File: config.mk
export PLATFORM = sky130hd
export DESIGN_NAME = scaled_decimal_alu
export DESIGN_NICKNAME = d
export VERILOG_FILES = /design/src/rtl/sda_pkg.sv /design/src/rtl/sda_addsub.sv /design/src/rtl/scaled_decimal_alu.sv
export SDC_FILE = /design/constraint.sdc
export NUM_CORES = 1
export LEC_CHECK = 0
export BUFFER_PORTS_ARGS = -buffer_cell sky130_fd_sc_hd__buf_2
export CELL_PAD_IN_SITES_DETAIL_PLACEMENT = 1
export CELL_PAD_IN_SITES_GLOBAL_PLACEMENT = 2
export CORE_ASPECT_RATIO = 0.5
export CORE_MARGIN = 2
export CORE_UTILIZATION = 30
export CTS_BUF_LIST = sky130_fd_sc_hd__clkbuf_8
export DETAILED_ROUTE_END_ITERATION = 16
export PLACE_DENSITY_LB_ADDON = 0.1
export RECOVER_POWER = 50
export SLEW_MARGIN = 20
export SYNTH_ARGS = -nofsm -noshare
export SYNTH_HDL_FRONTEND = slang
export SYNTH_SLANG_ARGS = --single-unit
File: constraint.sdc
create_clock -name clk -period 19.2 [get_ports clk]
set_input_delay 0 -clock clk [delete_from_list [all_inputs] [get_ports clk]]
set_output_delay 0 -clock clk [all_outputs]
set_load 0.01 [all_outputs]
File: src/rtl/sda_pkg.sv
// shared types and constants for the scaled decimal arithmetic unit
// no dependencies; used by sda_addsub and scaled_decimal_alu
`default_nettype none

package sda_pkg;

    // mantissa and exponent widths fixed by the operand format
    localparam int unsigned MANT_W = 64;
    localparam int unsigned EXP_IN_W = 8;
    localparam int unsigned EXP_OUT_W = 10;
    // the shared adder is one bit wider for the divide trial subtract
    localparam int unsigned ADD_W = MANT_W + 1;

    // operation codes
    typedef logic [1:0] op_t;
    localparam op_t OP_ADD = 2'd0;
    localparam op_t OP_SUB = 2'd1;
    localparam op_t OP_MUL = 2'd2;
    localparam op_t OP_DIV = 2'd3;

    // request to the shared adder
    typedef struct packed {
        logic [ADD_W-1:0] x;
        logic [ADD_W-1:0] y;
        logic             sub;
    } add_req_t;

    // answer from the shared adder
    typedef struct packed {
        logic [ADD_W-1:0] sum;
        logic             carry;
    } add_rsp_t;

endpackage

`default_nettype wire

File: src/rtl/sda_addsub.sv
// shared 65-bit adder/subtractor used for every arithmetic step
// depends on sda_pkg for the request and answer structs
`default_nettype none

module sda_addsub (
    input  wire sda_pkg::add_req_t req,
    output sda_pkg::add_rsp_t rsp
);

    logic [sda_pkg::ADD_W-1:0] y_eff;
    logic [sda_pkg::ADD_W:0]   total;

    // two's complement subtract by inverting and carrying in
    always_comb
    begin
        y_eff = req.sub ? ~req.y : req.y;
        total = {1'b0, req.x} + {1'b0, y_eff} + {{sda_pkg::ADD_W{1'b0}}, req.sub};
        rsp.sum = total[sda_pkg::ADD_W-1:0];
        rsp.carry = total[sda_pkg::ADD_W];
    end

endmodule

`default_nettype wire

File: src/rtl/scaled_decimal_alu.sv
// channel   | signals                                              | direction
// ----------+------------------------------------------------------+----------
// request   | in_valid, in_ready, op, left_/right_mantissa/exponent | in
// result    | out_valid, out_ready, result_mantissa/_exponent,      | out
//           | divide_by_zero                                       |
//
// one request at a time through a single shared 65-bit adder under a sequencer
// add/sub: the larger-exponent operand is scaled by ten per exponent step, at most 64 steps
// multiply: one shift-and-add per multiplier bit
// divide: up to DIV_EXTRA_DIGITS scaling steps, then a 64-step restoring divide
// with sign handling; a zero divisor goes straight to the finish state
// asynchronous active-low reset returns to idle; a held result stalls only
// the final hand-over into the output register
// depends on sda_pkg and sda_addsub
`default_nettype none

module scaled_decimal_alu #(
    parameter int unsigned DIV_EXTRA_DIGITS = 5
) (
    input  wire                                 clk,
    input  wire                                 rst_n,
    input  wire                                 in_valid,
    output logic                                in_ready,
    input  wire  [1:0]                          op,
    input  wire  signed [sda_pkg::MANT_W-1:0]   left_mantissa,
    input  wire  signed [sda_pkg::EXP_IN_W-1:0] left_exponent,
    input  wire  signed [sda_pkg::MANT_W-1:0]   right_mantissa,
    input  wire  signed [sda_pkg::EXP_IN_W-1:0] right_exponent,
    output logic                                out_valid,
    input  wire                                 out_ready,
    output logic signed [sda_pkg::MANT_W-1:0]   result_mantissa,
    output logic signed [sda_pkg::EXP_OUT_W-1:0] result_exponent,
    output logic                                divide_by_zero
);

    localparam int unsigned MW = sda_pkg::MANT_W;
    localparam int unsigned EW = sda_pkg::EXP_OUT_W;
    localparam int unsigned CNT_W = 7;
    // beyond 64 steps of times ten the mantissa is zero modulo two to 64
    localparam logic [CNT_W-1:0] ALIGN_MAX = CNT_W'(MW);
    localparam logic [CNT_W-1:0] DIV_STEPS = CNT_W'(DIV_EXTRA_DIGITS);

    typedef enum logic [10:0] {
        ST_IDLE      = 11'b000_0000_0001,
        ST_ALIGN_L   = 11'b000_0000_0010,
        ST_ALIGN_R   = 11'b000_0000_0100,
        ST_ADDSUB    = 11'b000_0000_1000,
        ST_MUL       = 11'b000_0001_0000,
        ST_DIV_SCALE = 11'b000_0010_0000,
        ST_DIV_ABS_A = 11'b000_0100_0000,
        ST_DIV_ABS_B = 11'b000_1000_0000,
        ST_DIV_RUN   = 11'b001_0000_0000,
        ST_DIV_SIGN  = 11'b010_0000_0000,
        ST_FINISH    = 11'b100_0000_0000
    } state_t;

    state_t             state_reg, state_next;
    logic               out_valid_reg, out_valid_next;
    logic [MW-1:0]      a_reg, a_next;
    logic [MW-1:0]      b_reg, b_next;
    logic [MW-1:0]      acc_reg, acc_next;
    logic [CNT_W-1:0]   cnt_reg, cnt_next;
    logic signed [EW-1:0] exp_reg, exp_next;
    sda_pkg::op_t       op_reg, op_next;
    logic               na_reg, na_next;
    logic               nb_reg, nb_next;
    logic               dz_reg, dz_next;
    logic [MW-1:0]      res_mant_reg, res_mant_next;
    logic signed [EW-1:0] res_exp_reg, res_exp_next;
    logic               res_dz_reg, res_dz_next;

    sda_pkg::add_req_t  add_req;
    sda_pkg::add_rsp_t  add_rsp;

    logic signed [EW-1:0] le_x, re_x, gap;
    logic [EW-1:0]        gap_mag;
    logic [CNT_W-1:0]     align_cnt;
    logic                 in_fire, hand_over;

    sda_addsub u_addsub (
        .req (add_req),
        .rsp (add_rsp)
    );

    // exponent gap and the capped number of times-ten steps
    always_comb
    begin
        le_x = EW'(left_exponent);
        re_x = EW'(right_exponent);
        gap = le_x - re_x;
        gap_mag = gap[EW-1] ? (EW'(0) - gap) : gap;
        align_cnt = (gap_mag > EW'(ALIGN_MAX)) ? ALIGN_MAX : gap_mag[CNT_W-1:0];
    end

    assign in_ready = (state_reg == ST_IDLE);
    assign in_fire = in_valid && in_ready;
    assign hand_over = (state_reg == ST_FINISH) && (!out_valid_reg || out_ready);

    // operand selection for the shared adder
    always_comb
    begin
        add_req = '0;
        case (state_reg)
            ST_ALIGN_L, ST_DIV_SCALE:
            begin
                add_req.x = {1'b0, a_reg[MW-4:0], 3'b000};
                add_req.y = {1'b0, a_reg[MW-2:0], 1'b0};
            end
            ST_ALIGN_R:
            begin
                add_req.x = {1'b0, b_reg[MW-4:0], 3'b000};
                add_req.y = {1'b0, b_reg[MW-2:0], 1'b0};
            end
            ST_ADDSUB:
            begin
                add_req.x = {1'b0, a_reg};
                add_req.y = {1'b0, b_reg};
                add_req.sub = (op_reg == sda_pkg::OP_SUB);
            end
            ST_MUL:
            begin
                add_req.x = {1'b0, acc_reg};
                add_req.y = {1'b0, a_reg};
            end
            ST_DIV_ABS_A, ST_DIV_SIGN:
            begin
                add_req.y = {1'b0, a_reg};
                add_req.sub = 1'b1;
            end
            ST_DIV_ABS_B:
            begin
                add_req.y = {1'b0, b_reg};
                add_req.sub = 1'b1;
            end
            ST_DIV_RUN:
            begin
                add_req.x = {acc_reg, a_reg[MW-1]};
                add_req.y = {1'b0, b_reg};
                add_req.sub = 1'b1;
            end
            default:
            begin
                add_req = '0;
            end
        endcase
    end

    // sequencer and datapath next values
    always_comb
    begin
        state_next = state_reg;
        out_valid_next = out_valid_reg;
        a_next = a_reg;
        b_next = b_reg;
        acc_next = acc_reg;
        cnt_next = cnt_reg;
        exp_next = exp_reg;
        op_next = op_reg;
        na_next = na_reg;
        nb_next = nb_reg;
        dz_next = dz_reg;
        res_mant_next = res_mant_reg;
        res_exp_next = res_exp_reg;
        res_dz_next = res_dz_reg;

        if (out_valid_reg && out_ready)
        begin
            out_valid_next = 1'b0;
        end

        case (state_reg)
            ST_IDLE:
            begin
                if (in_fire)
                begin
                    a_next = left_mantissa;
                    b_next = right_mantissa;
                    acc_next = '0;
                    op_next = op;
                    dz_next = 1'b0;
                    nb_next = right_mantissa[MW-1];
                    case (op)
                        sda_pkg::OP_ADD, sda_pkg::OP_SUB:
                        begin
                            cnt_next = align_cnt;
                            if (gap > 0)
                            begin
                                exp_next = re_x;
                                state_next = ST_ALIGN_L;
                            end
                            else if (gap < 0)
                            begin
                                exp_next = le_x;
                                state_next = ST_ALIGN_R;
                            end
                            else
                            begin
                                exp_next = le_x;
                                state_next = ST_ADDSUB;
                            end
                        end
                        sda_pkg::OP_MUL:
                        begin
                            exp_next = le_x + re_x;
                            cnt_next = ALIGN_MAX;
                            state_next = ST_MUL;
                        end
                        default:
                        begin
                            cnt_next = DIV_STEPS;
                            if (gap < $signed(EW'(DIV_EXTRA_DIGITS)))
                            begin
                                exp_next = gap - $signed(EW'(DIV_EXTRA_DIGITS));
                            end
                            else
                            begin
                                exp_next = gap;
                            end
                            if (right_mantissa == '0)
                            begin
                                dz_next = 1'b1;
                                a_next = '0;
                                state_next = ST_FINISH;
                            end
                            else if ((gap < $signed(EW'(DIV_EXTRA_DIGITS)))
                                     && (DIV_STEPS != '0))
                            begin
                                state_next = ST_DIV_SCALE;
                            end
                            else
                            begin
                                state_next = ST_DIV_ABS_A;
                            end
                        end
                    endcase
                end
            end
            ST_ALIGN_L:
            begin
                a_next = add_rsp.sum[MW-1:0];
                cnt_next = cnt_reg - 1'b1;
                if (cnt_reg == CNT_W'(1))
                begin
                    state_next = ST_ADDSUB;
                end
            end
            ST_ALIGN_R:
            begin
                b_next = add_rsp.sum[MW-1:0];
                cnt_next = cnt_reg - 1'b1;
                if (cnt_reg == CNT_W'(1))
                begin
                    state_next = ST_ADDSUB;
                end
            end
            ST_ADDSUB:
            begin
                a_next = add_rsp.sum[MW-1:0];
                state_next = ST_FINISH;
            end
            ST_MUL:
            begin
                // shift-and-add over the multiplier bits
                if (b_reg[0])
                begin
                    acc_next = add_rsp.sum[MW-1:0];
                end
                a_next = {a_reg[MW-2:0], 1'b0};
                b_next = {1'b0, b_reg[MW-1:1]};
                cnt_next = cnt_reg - 1'b1;
                if (cnt_reg == CNT_W'(1))
                begin
                    a_next = b_reg[0] ? add_rsp.sum[MW-1:0] : acc_reg;
                    state_next = ST_FINISH;
                end
            end
            ST_DIV_SCALE:
            begin
                a_next = add_rsp.sum[MW-1:0];
                cnt_next = cnt_reg - 1'b1;
                if (cnt_reg == CNT_W'(1))
                begin
                    state_next = ST_DIV_ABS_A;
                end
            end
            ST_DIV_ABS_A:
            begin
                // sign of the scaled dividend, with the divisor sign, decides the quotient sign
                na_next = a_reg[MW-1];
                if (a_reg[MW-1])
                begin
                    a_next = add_rsp.sum[MW-1:0];
                end
                state_next = ST_DIV_ABS_B;
            end
            ST_DIV_ABS_B:
            begin
                if (nb_reg)
                begin
                    b_next = add_rsp.sum[MW-1:0];
                end
                acc_next = '0;
                cnt_next = ALIGN_MAX;
                state_next = ST_DIV_RUN;
            end
            ST_DIV_RUN:
            begin
                // restoring step: remainder in acc, quotient shifts into a
                acc_next = add_rsp.carry ? add_rsp.sum[MW-1:0]
                                         : {acc_reg[MW-2:0], a_reg[MW-1]};
                a_next = {a_reg[MW-2:0], add_rsp.carry};
                cnt_next = cnt_reg - 1'b1;
                if (cnt_reg == CNT_W'(1))
                begin
                    state_next = ST_DIV_SIGN;
                end
            end
            ST_DIV_SIGN:
            begin
                if (na_reg != nb_reg)
                begin
                    a_next = add_rsp.sum[MW-1:0];
                end
                state_next = ST_FINISH;
            end
            ST_FINISH:
            begin
                if (hand_over)
                begin
                    res_mant_next = a_reg;
                    res_exp_next = exp_reg;
                    res_dz_next = dz_reg;
                    out_valid_next = 1'b1;
                    state_next = ST_IDLE;
                end
            end
            default:
            begin
                state_next = ST_IDLE;
            end
        endcase
    end

    // control state
    always_ff @(posedge clk or negedge rst_n)
    begin
        if (!rst_n)
        begin
            state_reg <= ST_IDLE;
            out_valid_reg <= 1'b0;
        end
        else
        begin
            state_reg <= state_next;
            out_valid_reg <= out_valid_next;
        end
    end

    // working and result payload
    always_ff @(posedge clk)
    begin
        a_reg <= a_next;
        b_reg <= b_next;
        acc_reg <= acc_next;
        cnt_reg <= cnt_next;
        exp_reg <= exp_next;
        op_reg <= op_next;
        na_reg <= na_next;
        nb_reg <= nb_next;
        dz_reg <= dz_next;
        res_mant_reg <= res_mant_next;
        res_exp_reg <= res_exp_next;
        res_dz_reg <= res_dz_next;
    end

    assign out_valid = out_valid_reg;
    assign result_mantissa = res_mant_reg;
    assign result_exponent = res_exp_reg;
    assign divide_by_zero = res_dz_reg;

endmodule

`default_nettype wire
# Word level (Yosys, flattened, before mapping)
# Cells that the tools add are included.
[op_classes]
n_mux = 42
magnitude_cmp = 4
reduce_logical = 29
bitwise = 1
shift = 0
n_eq_ne = 25
div = 0
n_mul = 0
n_addsub = 7
[op_table]
columns = ["cell", "count"]
rows = [
  ["$pmux W64 S4", 3],
  ["$mux W64", 11],
  ["$pmux W64 S6", 1],
  ["$pmux W65 S5", 1],
  ["$pmux W11 S9", 1],
  ["$mux W11", 7],
  ["$add A65 B65 Y66", 1],
  ["$add A66 B1 Y66", 1],
  ["$mux W65", 1],
  ["$not A64 Y65", 1],
  ["$logic_not A64 Y1", 1],
  ["$mux W10", 3],
  ["$pmux W11 S2", 1],
  ["$mux W7", 3],
  ["$pmux W7 S3", 1],
  ["$pmux W10 S2", 1],
  ["$ne A2 B2 Y1 const B", 7],
  ["$pmux W7 S2", 1],
  ["$reduce_or A3 Y1", 4],
  ["$eq A11 B1 Y1 const B", 1],
  ["$eq A11 B10 Y1 const B", 1],
  ["$eq A11 B11 Y1 const B", 1],
  ["$eq A11 B2 Y1 const B", 1],
  ["$eq A11 B3 Y1 const B", 1],
  ["37 further kinds", 53],
]
[word_totals]
output_inout_bits = 77
input_bits = 150
n_memories = 0
latchBits = 0
romBits = 0
regBits = 301
ramBits = 0

# Logic depth before layout (Yosys ltp)
[depth]
depth_word = 10
depth_mapped = 26
ltp_nobuf = 21

# Modules after synthesis
# Synthesis repeated with hierarchy kept, for this count alone.
[unflattened]
hier_cells = 2513
area_unflattened_um2 = 23090.9
[by_module_without_submodules]
columns = ["mod", "area_each_um2", "cells_per_inst", "instances"]
rows = [
  ["scaled_decimal_alu", 18560.3, 1861, 1],
  ["sda_addsub", 4530.6, 652, 1],
]

# Least setup slack after synthesis
# No wires, ideal clock.
[synth_timing]
path_type = "register to register"
start = "reg state_reg[7]"
end = "reg a_reg[0] (enable)"
arrival_ns = 6.538
t_required_ns = 18.619
path_slack_ns = 12.081
n_path_buf = 1
path_stages_with_launch = 11
path_cell_list = "dfrtp_1 > buf_4 > nor3_1 > nand2_1 > nor4_1 > and2_1 > or2_2 > or4_1 > nor2_1 > nor3_1 > a21boi_0"
[synth_via]
elab_chain_len = 4
word_cells_on_any_way = 15
classes_between = "11 x eq/ne; 4 x reduce/logical"
[synth_lines]
columns = ["element", "line", "rtl"]
rows = [
  ["from (decl)", "scaled_decimal_alu.sv:57", "state_t state_reg, state_next;"],
  ["from (signal assigned)", "scaled_decimal_alu.sv:354", "state_reg <= state_next;"],
  ["$eq A11 B4 Y1 (tied with other cells)", "scaled_decimal_alu.sv:171", "case (state_reg)"],
  ["$reduce_or A3 Y1 (no source line) / $logic_and A1 B1 Y1 (equally long branches)", "-", ""],
  ["$reduce_bool A6 Y1 (no source line) / $ne A2 B1 Y1 (equally long branches)", "-", ""],
  ["$reduce_and A4 Y1 (no source line) *", "-", ""],
  ["to (signal assigned)", "scaled_decimal_alu.sv:362", "a_reg <= a_next;"],
  ["to (decl)", "scaled_decimal_alu.sv:59", "logic [MW-1:0] a_reg, a_next;"],
]
# Every way passes the cells marked *; elsewhere a longest branch is shown, timed or not.
# A chain may end at the register's enable or synchronous reset.

# Final worst setup path
[layout_timing]
start = "reg state_reg[7]"
end = "reg a_reg[44] (data pin)"
[layout_via]
elab_chain_len = 10
word_cells_on_any_way = 27
classes_between = "2 x add/sub; 10 x eq/ne; 9 x mux; 1 x bitwise; 5 x reduce/logical"
[layout_lines]
columns = ["element", "line", "rtl"]
rows = [
  ["$eq A11 B9 Y1 (tied with other cells)", "scaled_decimal_alu.sv:103, scaled_decimal_alu.sv:171", ""],
  ["$reduce_or A3 Y1 (no source line) / $reduce_or A2 Y1 (equally long branches)", "-", ""],
  ["$pmux W64 S4", "scaled_decimal_alu.sv:103", "case (state_reg)"],
  ["$not A64 Y65", "sda_addsub.sv:16", "y_eff = req.sub ? ~req.y : req.y;"],
  ["$mux W65", "sda_addsub.sv:16", ""],
  ["$add A65 B65 Y66", "sda_addsub.sv:17", "total = {1'b0, req.x} + {1'b0, y_eff} + {{sda_pkg::ADD_W{1'b0}}, req.sub};"],
  ["$add A66 B1 Y66", "sda_addsub.sv:17", ""],
  ["$mux W64", "scaled_decimal_alu.sv:273", "a_next = b_reg[0] ? add_rsp.sum[MW-1:0] : acc_reg;"],
  ["$mux W64", "scaled_decimal_alu.sv:271", "if (cnt_reg == CNT_W'(1))"],
  ["$pmux W64 S6 *", "scaled_decimal_alu.sv:171", ""],
  ["named net a_next[44]", "scaled_decimal_alu.sv:59", ""],
]
# Mark *: on every way through the listed nets, which the timed path passes. The rest lies on a longest branch. The select of a mux whose other input is x is not followed.

==> flow_summary.yaml <==
worst_setup_path:
  path_cells: "nor3_1 -> and3_1 -> and3_1 -> buf_4 -> a222oi_1 -> fa_1 -> nor2b_1 -> o2111ai_1 -> a21boi_0 -> a221oi_2 -> o21a_1 -> o21ai_0 -> a21boi_0 -> o21ai_0 -> xor2_1 -> mux2i_1 -> o221ai_1"
  crit_start: "state_reg[7]"
  r2r_start: "state_reg[7]"
  critPathSlowestCell: "and3_1"
  cp.required_ns: 19.62
  worst_setup_path_start_kind: "register"
  path_class: "register to register"
  crit_fanout: 64
  cp_slowest_stage_delay_ns: 2.36
  worstPathArrival_ns: 9.77
  end_kind: "register"
route:
  first_iter_violations: 2505
  drt-wirelength-per-cell_um: 28.4
  vias: 23230
  wirelength_um: 110000
  first_pass_iters: 9
  drcViolationCount: 0
  vias_per_cell: 6.00
  ant_nets: 0
die:
  die_area_mm2: 0.0809
  die_y_um: 202
  coreArea_mm2: 0.0775
  die_x_um: 400
  pin_count: 227
  rows: 72
  initial_utilization_pct: 30.4
place:
  gp_congestion: 0.912
  place_inst: 3624
  dp_slack_ns: 11.65
  dp_hpwl_um: 77900
  port-buffer-count: 226
  placedInstanceArea_mm2: 0.0257
clocking:
  htreeDepth: 2
  clock-root-buffer: "clkbuf_8"
  tritoncts: "done"
  cts_resized: 0
  cts_inserted_buffers: 51
  clockBufferDepth: 3
  hold_buffers: 153
  post-cts-setup-buffers: 0
  clk_latency_ns: 0.72
  clkSinkCount: 301
  cts.clk_slew.worst_paths_ns: 0.07
timing:
  period_minus_slack_ns: 9.35
  tightestPinTransition_ns: 3.27
  finalSetupViolations: 0
  finalCritPeriodShare_pct: 48.7
  hold_ws_ns: 0.112
  max_freq_mhz: 107
  finalWorstSetupSlack_ns: 9.85
  rsz0062_at_grt: "false"
  max-slew-margin-rel_pct: -118
  slew_viol_final: 243
  finalHoldViolations: 0
  finClkSkew_ns: 0.0489
  finalSetupTns_ns: 0
grt:
  grt_max_degree: 78
  grt_pass1_wl_um: 163000
  antenna_found_initial: 2
  grt_pass1_vias: 23792
  grt.overflow.total: 0
  grt_use_total_pct: 26.7
logic_synthesis:
  ys.warnings.count: 0
  synth.area.top_cells: "edfxtp_1, a22oi_1, ha_1"
  synth_flop_cell: "edfxtp_1"
  yosys.area.top_type_share_pct: 36.9
  syn_area_mm2: 0.0235
  syn_inst: 2508
  synth_edf_count: 289
  yosysMostFrequentCell: "edfxtp_1"
  postSynth.asyncResetShare_pct: 3.99
  seq_area_frac_synth_pct: 38.1
  yosys.cell_types.count: 96
  synth.largest_area_cell: "edfxtp_1"
  ys_top_cells_by_count: "edfxtp_1, nand2_1, a22oi_1, o21ai_0, clkbuf_1"
  synth_area_per_cell_um2: 9.39
  syn_nets: 2745
  ys_seq_elements: 301
worst_hold_path:
  hold_class: "input port to register"
  hp-start: "right_exponent[4]"
pwr:
  p_leak_nw: 11.1
  power.share.clock_pct: 14.3
  swShare_pct: 50.9
  seqPwrFrac_pct: 33.9
  ir_worst_vdd_mv: 0.161
  power_switching_w: 0.00236
  p_comb_share_pct: 51.8
  p_per_area_mw_per_mm2: 165
  cellInternalPower_w: 0.00228
final_layout:
  fillers: 8953
  instances_no_fill: 3870
  design_area_mm2: 0.0282
  final_nets: 3032
  syn_to_final_growth_pct: 19.8
  drive_above_1_share_pct: 11.5
  multi_input_area_mm2: 0.0137
  ff_latch_area_mm2: 0.00898
status:
  violations: "capacitance limit, slew limit"
  status: "finished with violations"
run:
  drv_cap: 7
## area by class of cell
cell class | count | share of cell area, %
Timing Repair Buffer | 426 | 10.3
Tap cell | 1036 | 4.60
Inverter | 61 | 0.812
Multi-Input combinational cell | 1954 | 48.6
Clock inverter | 37 | 1.16
Clock buffer | 54 | 2.63
Sequential cell | 301 | 31.8
Antenna cell | 1 | 0.00887
## path summary, 6_finish.rpt
check | endpoint | slack (ns) | cells past startpoint
min in group asynchronous | state_reg[9] | 0.36 | 3
min | exp_reg[5] | 0.11 | 6
max reg2reg | a_reg[44] | 9.85 | 17
min reg2reg | result_exponent[1] | 0.42 | 0
max in group asynchronous | state_reg[8] | 18.47 | 3
max | a_reg[44] | 9.85 | 17
## layout by cell type (no fill, tap or decap), types with 55 or more instances in the layout
master         netlist  final
nand2_1            242    242
nor2_1             138    131
mux2i_1            104    104
xor2_1              72     72
a22oi_1            177    177
buf_2                4    145
a222oi_1            82     82
o22ai_1             55     55
inv_1               59     69
edfxtp_1           289    289
clkbuf_1           159     86
o21ai_0            160    159
xnor2_1             90     90
dlygate4sd3_1        0    153
a21o_1              69     69
a21oi_1            119    118
ha_1                84     84
## through the flow
step,total power (W),utilization [%]
after floorplan,0.00299,-
after global placement,0.00390,33.2
after detailed placement,0.00392,33.2
after CTS,0.00462,36.6
after global routing,0.00492,36.4
final,0.00465,36.4
## kinds of logic after synthesis
logic type | Yosys count | share of synthesized area (%)
compound gates | 929 | 28.4
simple gates | 658 | 13.4
flops | 301 | 38.1
buf+inv | 253 | 4.21
xor+xnor | 163 | 6.10
mux | 117 | 5.07
fa+ha+maj | 87 | 4.72
## layer usage
| metal | vias to the layer above | wire, um | share of wire [%] | GRT usage, % |
|---|---|---|---|---|
| li1 | 10464 | - | - | - |
| met1 | 11927 | 52000 | 47 | 39.1 |
| met2 | 747 | 49400 | 45 | 41.8 |
| met3 | 92 | 6770 | 6.2 | 3.81 |
| met4 | 0 | 1580 | 1.4 | 4.68 |
| met5 | - | 0 | 0 | 0 |
## power by group through the flow
stage / combinational, W / clock, W / sequential (W)
2_1_floorplan: 0.00154 / 0 / 0.00145
3_3_place_gp: 0.00233 / 0 / 0.00158
3_5_place_dp: 0.00235 / 0 / 0.00157
4_1_cts: 0.00238 / 0.000681 / 0.00156
5_1_grt: 0.00260 / 0.000706 / 0.00161
6_report: 0.00241 / 0.000664 / 0.00158
## critical path: cells and delay by family (launching register included)
family | cells | cell delay [ns]
AOI/OAI and AO/OA | 9 | 3.14
xor gates and xnor gates | 1 | 0.16
adders and majority gates | 1 | 0.50
buffers and inverters | 1 | 0.88
DFF | 1 | 0.49
muxes | 1 | 0.22
and+or+nand+nor | 4 | 3.55
Note: power is estimated with default switching activity, not from simulation.
